## src/design/als_pkg.sv

```systemverilog
package als_pkg;

  localparam int VERTEX_COUNT = 1024;
  localparam int MAX_DEGREE   = 32;

  localparam int VERT_W  = 10;
  localparam int VSTORE  = (VERTEX_COUNT < (1 << VERT_W)) ? VERTEX_COUNT : (1 << VERT_W);
  localparam int VA_W    = $clog2(VSTORE);
  localparam int DEG_W   = $clog2(MAX_DEGREE + 1);
  localparam int SLOT_W  = (MAX_DEGREE > 1) ? $clog2(MAX_DEGREE) : 1;
  localparam int SLOT_DEPTH = VSTORE * (1 << SLOT_W);
  localparam int QDEPTH  = 2;
  localparam int QPTR_W  = $clog2(QDEPTH);
  localparam int QCNT_W  = $clog2(QDEPTH + 1);

  typedef enum logic [0:0] {
    OP_ADD   = 1'b0,
    OP_QUERY = 1'b1
  } op_t;

  typedef enum logic [1:0] {
    STAT_NEIGHBOUR = 2'd0,
    STAT_ADDED     = 2'd1,
    STAT_EMPTY     = 2'd2,
    STAT_FULL      = 2'd3
  } stat_t;

  typedef enum logic [2:0] {
    BK_CLEAR,
    BK_FETCH,
    BK_CHECK,
    BK_WRITE_B,
    BK_QEMIT
  } bk_state_t;

  typedef struct packed {
    op_t               op;
    logic [VERT_W-1:0] va;
    logic [VERT_W-1:0] vb;
    logic              a_bad;
    logic              b_bad;
    logic              self_loop;
  } item_t;

  typedef struct packed {
    logic  valid;
    item_t item;
  } queue_head_t;

endpackage

```

## src/design/als_front.sv

```systemverilog
module als_front import als_pkg::*; (
  input  logic              clk,
  input  logic              rst,
  input  logic              item_valid,
  output logic              item_ready,
  input  logic              opcode,
  input  logic [VERT_W-1:0] vertex_a,
  input  logic [VERT_W-1:0] vertex_b,
  input  logic              clearing,
  input  logic              pop,
  output queue_head_t       head
);

  item_t              entries [QDEPTH];
  logic [QPTR_W-1:0]  wr_ptr;
  logic [QPTR_W-1:0]  rd_ptr;
  logic [QCNT_W-1:0]  count;
  logic               push;
  logic               do_pop;
  item_t              classified;

  always_comb begin
    classified.op        = op_t'(opcode);
    classified.va        = vertex_a;
    classified.vb        = vertex_b;
    classified.a_bad     = {1'b0, vertex_a} >= (VERT_W + 1)'(VSTORE);
    classified.b_bad     = {1'b0, vertex_b} >= (VERT_W + 1)'(VSTORE);
    classified.self_loop = vertex_a == vertex_b;
  end

  assign item_ready = (count != QCNT_W'(QDEPTH)) && !clearing;
  assign push       = item_valid && item_ready;
  assign do_pop     = pop && (count != '0);

  assign head.valid = count != '0;
  assign head.item  = entries[rd_ptr];

  always_ff @(posedge clk) begin
    if (push) begin
      entries[wr_ptr] <= classified;
    end
  end

  always_ff @(posedge clk) begin
    if (rst) begin
      wr_ptr <= '0;
      rd_ptr <= '0;
      count  <= '0;
    end else begin
      if (push) begin
        wr_ptr <= wr_ptr + 1'b1;
      end
      if (do_pop) begin
        rd_ptr <= rd_ptr + 1'b1;
      end
      if (push && !do_pop) begin
        count <= count + 1'b1;
      end else if (!push && do_pop) begin
        count <= count - 1'b1;
      end
    end
  end

endmodule

```

## config.mk

```make
export PLATFORM = sky130hd
export DESIGN_NAME = als_front
export DESIGN_NICKNAME = d
export VERILOG_FILES = /design/src/design/als_pkg.sv /design/src/design/als_front.sv
export SDC_FILE = /design/constraint.sdc
export NUM_CORES = 1
export LEC_CHECK = 0
export BUFFER_PORTS_ARGS = -buffer_cell sky130_fd_sc_hd__buf_2
export CAP_MARGIN = 20
export CORE_UTILIZATION = 45
export CTS_CLUSTER_SIZE = 24
export DETAILED_ROUTE_END_ITERATION = 10
export GPL_TIMING_DRIVEN = 1
export PLACE_DENSITY = 0.74
export SLEW_MARGIN = 20
export SYNTH_ARGS = -nofsm -noshare
export SYNTH_HDL_FRONTEND = slang
export SYNTH_SLANG_ARGS = --single-unit
```

## constraint.sdc

```tcl
create_clock -name clk -period 3.28 [get_ports clk]
set_clock_uncertainty 0.15 [all_clocks]
set_input_delay 0.328 -clock clk [delete_from_list [all_inputs] [get_ports clk]]
set_output_delay 0.328 -clock clk [all_outputs]
set_load 0.03 [all_outputs]
```

== After elaboration in Yosys (flattened, before gate mapping) ==
Memories as Yosys holds them, arrays and structs flattened. A register that Yosys moved wholly into a read port is not among the register bits.
Cells that the tools add are included.

* Bits in writable memories: 44
* Input bits: 26
* Word-level logic and storage cells: 26
* Memories: 1
* Output and inout port bits: 26
* Register bits after elaboration: 4

* Muxes and demuxes: 6
* Add/subtract/negate cells: 4
* Equal/unequal tests: 2
* Reduce and logical (&&, ||, !) cells: 10

{| class="wikitable"
|+ Memory list
! memory !! words !! width !! rd ports !! clocked after memory_dff !! write ports !! RTL line !! source
|-
| entries || 2 || 22 || 1 || 1 || 1 || als_front.sv:14 || <nowiki>item_t entries [QDEPTH];</nowiki>
|}

{| class="wikitable"
|+ Operator list
! operator !! count
|-
| 10-bit equality test || 1
|-
| 1-bit logical AND || 5
|-
| 1-bit 2-to-1 mux || 4
|-
| 2-bit 2-to-1 mux || 2
|-
| 2-bit nonzero test || 2
|-
| 1-bit zero test || 3
|-
| 1-bit adder, second input constant || 2
|-
| 2-bit by 1-bit adder with 2-bit output, second input constant || 1
|-
| 2-bit inequality test, second input constant || 1
|-
| 2-bit by 1-bit subtractor with 2-bit output, second input constant || 1
|}

== Logic depth before layout (Yosys ltp) ==
* Depth after elaboration: 7
* Gate-level depth with buffers: 6
* Depth with buffers taken out: 6

== Least setup slack after synthesis ==
Ideal clock, no wire load.

* Path type: register to register
* From: register count[0]
* To: memory entries[0][0] (netlist bit) (enable)
* Data required time: 2.712 ns
* Clock period less this slack: 2.326 ns
* Data arrival time: 1.758 ns
* Slack: 0.954 ns
* Buffers on the path: 0
* Setup time: 0.418 ns
* Stages on the path, launching flop included: 3
* Path through: dfxtp_1 -> nor2b_1 -> nor4_2

* Word-level cells in the longest chain between the ends: 5

{| class="wikitable"
|+ RTL lines
! what !! RTL line !! source
|-
| from (decl) || als_front.sv:17 || <nowiki>logic [QCNT_W-1:0] count;</nowiki>
|-
| from (signal assigned) || als_front.sv:57 || <nowiki>count <= count + 1'b1;</nowiki>
|-
| from (signal assigned) || als_front.sv:59 || <nowiki>count <= count - 1'b1;</nowiki>
|-
| 2-bit inequality test || als_front.sv:31 || <nowiki>assign item_ready = (count != QCNT_W'(QDEPTH)) && !clearing;</nowiki>
|-
| 1-bit logical AND || als_front.sv:31 ||
|-
| 1-bit logical AND || als_front.sv:32 || <nowiki>assign push = item_valid && item_ready;</nowiki>
|-
| 1-bit 2-to-1 mux || als_front.sv:39 || <nowiki>if (push) begin</nowiki>
|-
| 1-bit 2-to-1 mux (implied by the code) || als_front.sv:40 || <nowiki>entries[wr_ptr] <= classified;</nowiki>
|-
| to (decl) || als_front.sv:14 ||
|}

No other way between the ends.

==> out/results.tsv <==
metric	value	unit
status	finished, final reports clean	
initial core utilization	0.478	
commonest cells in the netlist	44 x edfxtp_1, 22 x mux2_2, 8 x xnor2_1	
Final Hold Fails	0	
first-pass GRT wire length	4.79	mm
number of diodes	0	
Hold Path Class	primary input to register	
drt initial violations	53	
fin util	0.574	
largest net degree at the start of global routing	23	
vias per cell	4.95	
die width	67.6	um
Sw Ratio	0.342	
Slew Viols, Final	0	
Mapped Cells	109	
Power Density	722	nW/um2
final hold slack	0.0697	ns
final setup fails	0	
Die Span Y	67.6	um
Clk pwr share	0.202	
Seq/Total Area, Yosys	0.733	
crit path max fanout	22	
vias in the first global route	1061	
Max VDD drop	413	uV
actual slew at the worst max-slew pin	1.01	ns
synth warn	0	
Leak	0.855	nW
Buffers on Ports	49	
internal power	1.11	mW
insertion delay to the later sink of the worst-skew pair	0.30	ns
Total Wirelength	3.22	mm
fin crit period	2.32	ns
Post-CTS Hold Buffers	0	
CTS clk-pin slew, worst paths	0.08	ns
share of cells above drive strength 1	0.500	
TritonCTS Buffers	5	
Vias	1060	
Logic pwr share	0.315	
nets@finish	190	
RSZ-0062 raised after global routing	no	
Root Driver	clkbuf_8	
Hold Crit Start	opcode	
Main synth FF type	edfxtp_1	
fmax	430	MHz
largest cells by area after synthesis	edfxtp_1 68%, mux2_2 13%, dfxtp_1 5.2%	
Max-Slew Margin vs Limit	0.327	
area of the core	4060	um2
DR pass1 iterations	4	
CTS tree	yes	
area grow syn2layout	20.1	%
Antenna Nets Post-Route	0	
Yosys reg bits	49	
post-route clock period utilization	0.708	
full die area	4570	um2
post-CTS resize count	0	
crit path DAT	1.85	ns
grt peak-use layer	met2	
HPWL Detailed	2.32	mm
CTS Sinks	49	
row cnt	23	
Clock Tree Buf Depth	2	
CP Class	register to primary output	
WP data required	2.80	ns
Post-route DRC	0	
total setup buffers inserted after CTS	0	
share of the synthesized area in the top cell type	0.682	
IO Count	52	
Fin Setup TNS	0	ns
Reg2Reg Launch Point	count[0]	
Netlist cell types	23	
Flop pwr share	0.483	
Mean Syn Cell Area	17.8	um2
cell area after synthesis	1940	um2
Critical Path Sink Type	primary output	
biggest area consumer among synthesized cells	edfxtp_1	
Global Route met3 Usage	0.0608	
GRT Util Overall	0.153	
RePlAce Congestion	0.644	
switching power	0.576	mW
grt met1 use	0.152	
fraction of registers with async set/reset	0	
WL/cell	15.0	um
met2 usage	0.274	
gr ovfl total	0	
# H-tree levels	2	
Critical Path Start Type	register	
antenna violations before repair	0	
max-cap viol count	0	
number of synthesized flops with an enable pin	44	
top-count cell post-synth	edfxtp_1	
-- layout by cell type (no fill, tap or decap), types with 2 or more instances in the layout --
cell type,n
o21ai_0,2
clkinvlp_4,2
xnor2_1,8
edfxtp_1,44
nor2_1,4
xor2_1,5
buf_2,49
nand4_1,2
dfxtp_1,5
mux2_2,22
conb_1,2
clkbuf_8,5
-- worst paths after layout --
check | to | slack, ns | cells after the start
hold / removal | entries[0][21] | 0.07 | 1
setup / recovery | head[0] | 0.96 | 2
hold reg to reg | rd_ptr | 0.37 | 2
setup reg to reg | entries[1][11] | 1.15 | 3
-- worst max-delay path: stages, from the launching register on --
cell and delay, ns:
dfxtp_1 0.94, mux2_2 0.43, buf_2 0.18
-- per-stage QoR --
step	instance area [um2]	cells	setup slack [ns]	power (mW)
after floorplan	1940	110	0.954	1.21
after global placement	2240	206	1.22	1.34
after detailed placement	2240	206	1.12	1.36
after CTS	2330	214	0.888	1.70
after global routing	2330	214	0.813	1.76
final	2330	214	0.957	1.68
-- sequential cells by signal (all words and copies together) (netlist names), named ones only --
register  count
entries      44
wr_ptr        1
rd_ptr        1
count         2
-- kinds of logic after synthesis --
kind of cell               count (synthesis)  synth area share
other                                      1           0.00193
adders and majority gates                  1           0.00645
buffers and inverters                      5            0.0148
and+or+nand+nor                           13            0.0394
muxes                                     22             0.128
DFF                                       49             0.733
xor gates and xnor gates                  13            0.0587
AOI/OAI and AO/OA                          5            0.0174
-- power groups by stage --
stage	sequential, mW	clock, mW	combinational, mW
finish	0.812	0.340	0.530
detailed placement	0.830	0	0.533
global placement	0.822	0	0.518
global route	0.824	0.379	0.560
floorplan	0.785	0	0.426
CTS	0.816	0.351	0.535
-- layer usage --
layer  vias up  part of all wire  wire (um)
met5         -                 0          0
met4         0             0.017         55
met3         6             0.054        174
met2        30              0.54       1750
met1       514              0.38       1240
li1        510                 -          -
-- layout make-up --
cell class              instances  area, um2
clock inverters                 2       15.0
well taps                      50       62.6
clock buffers                   6       72.6
multi-input cells              56        500
repair buffers                 50        253
fillers                       336       1730
flip-flops and latches         49       1420
inverters                       1       3.75
(Power assumes the default switching activity.)
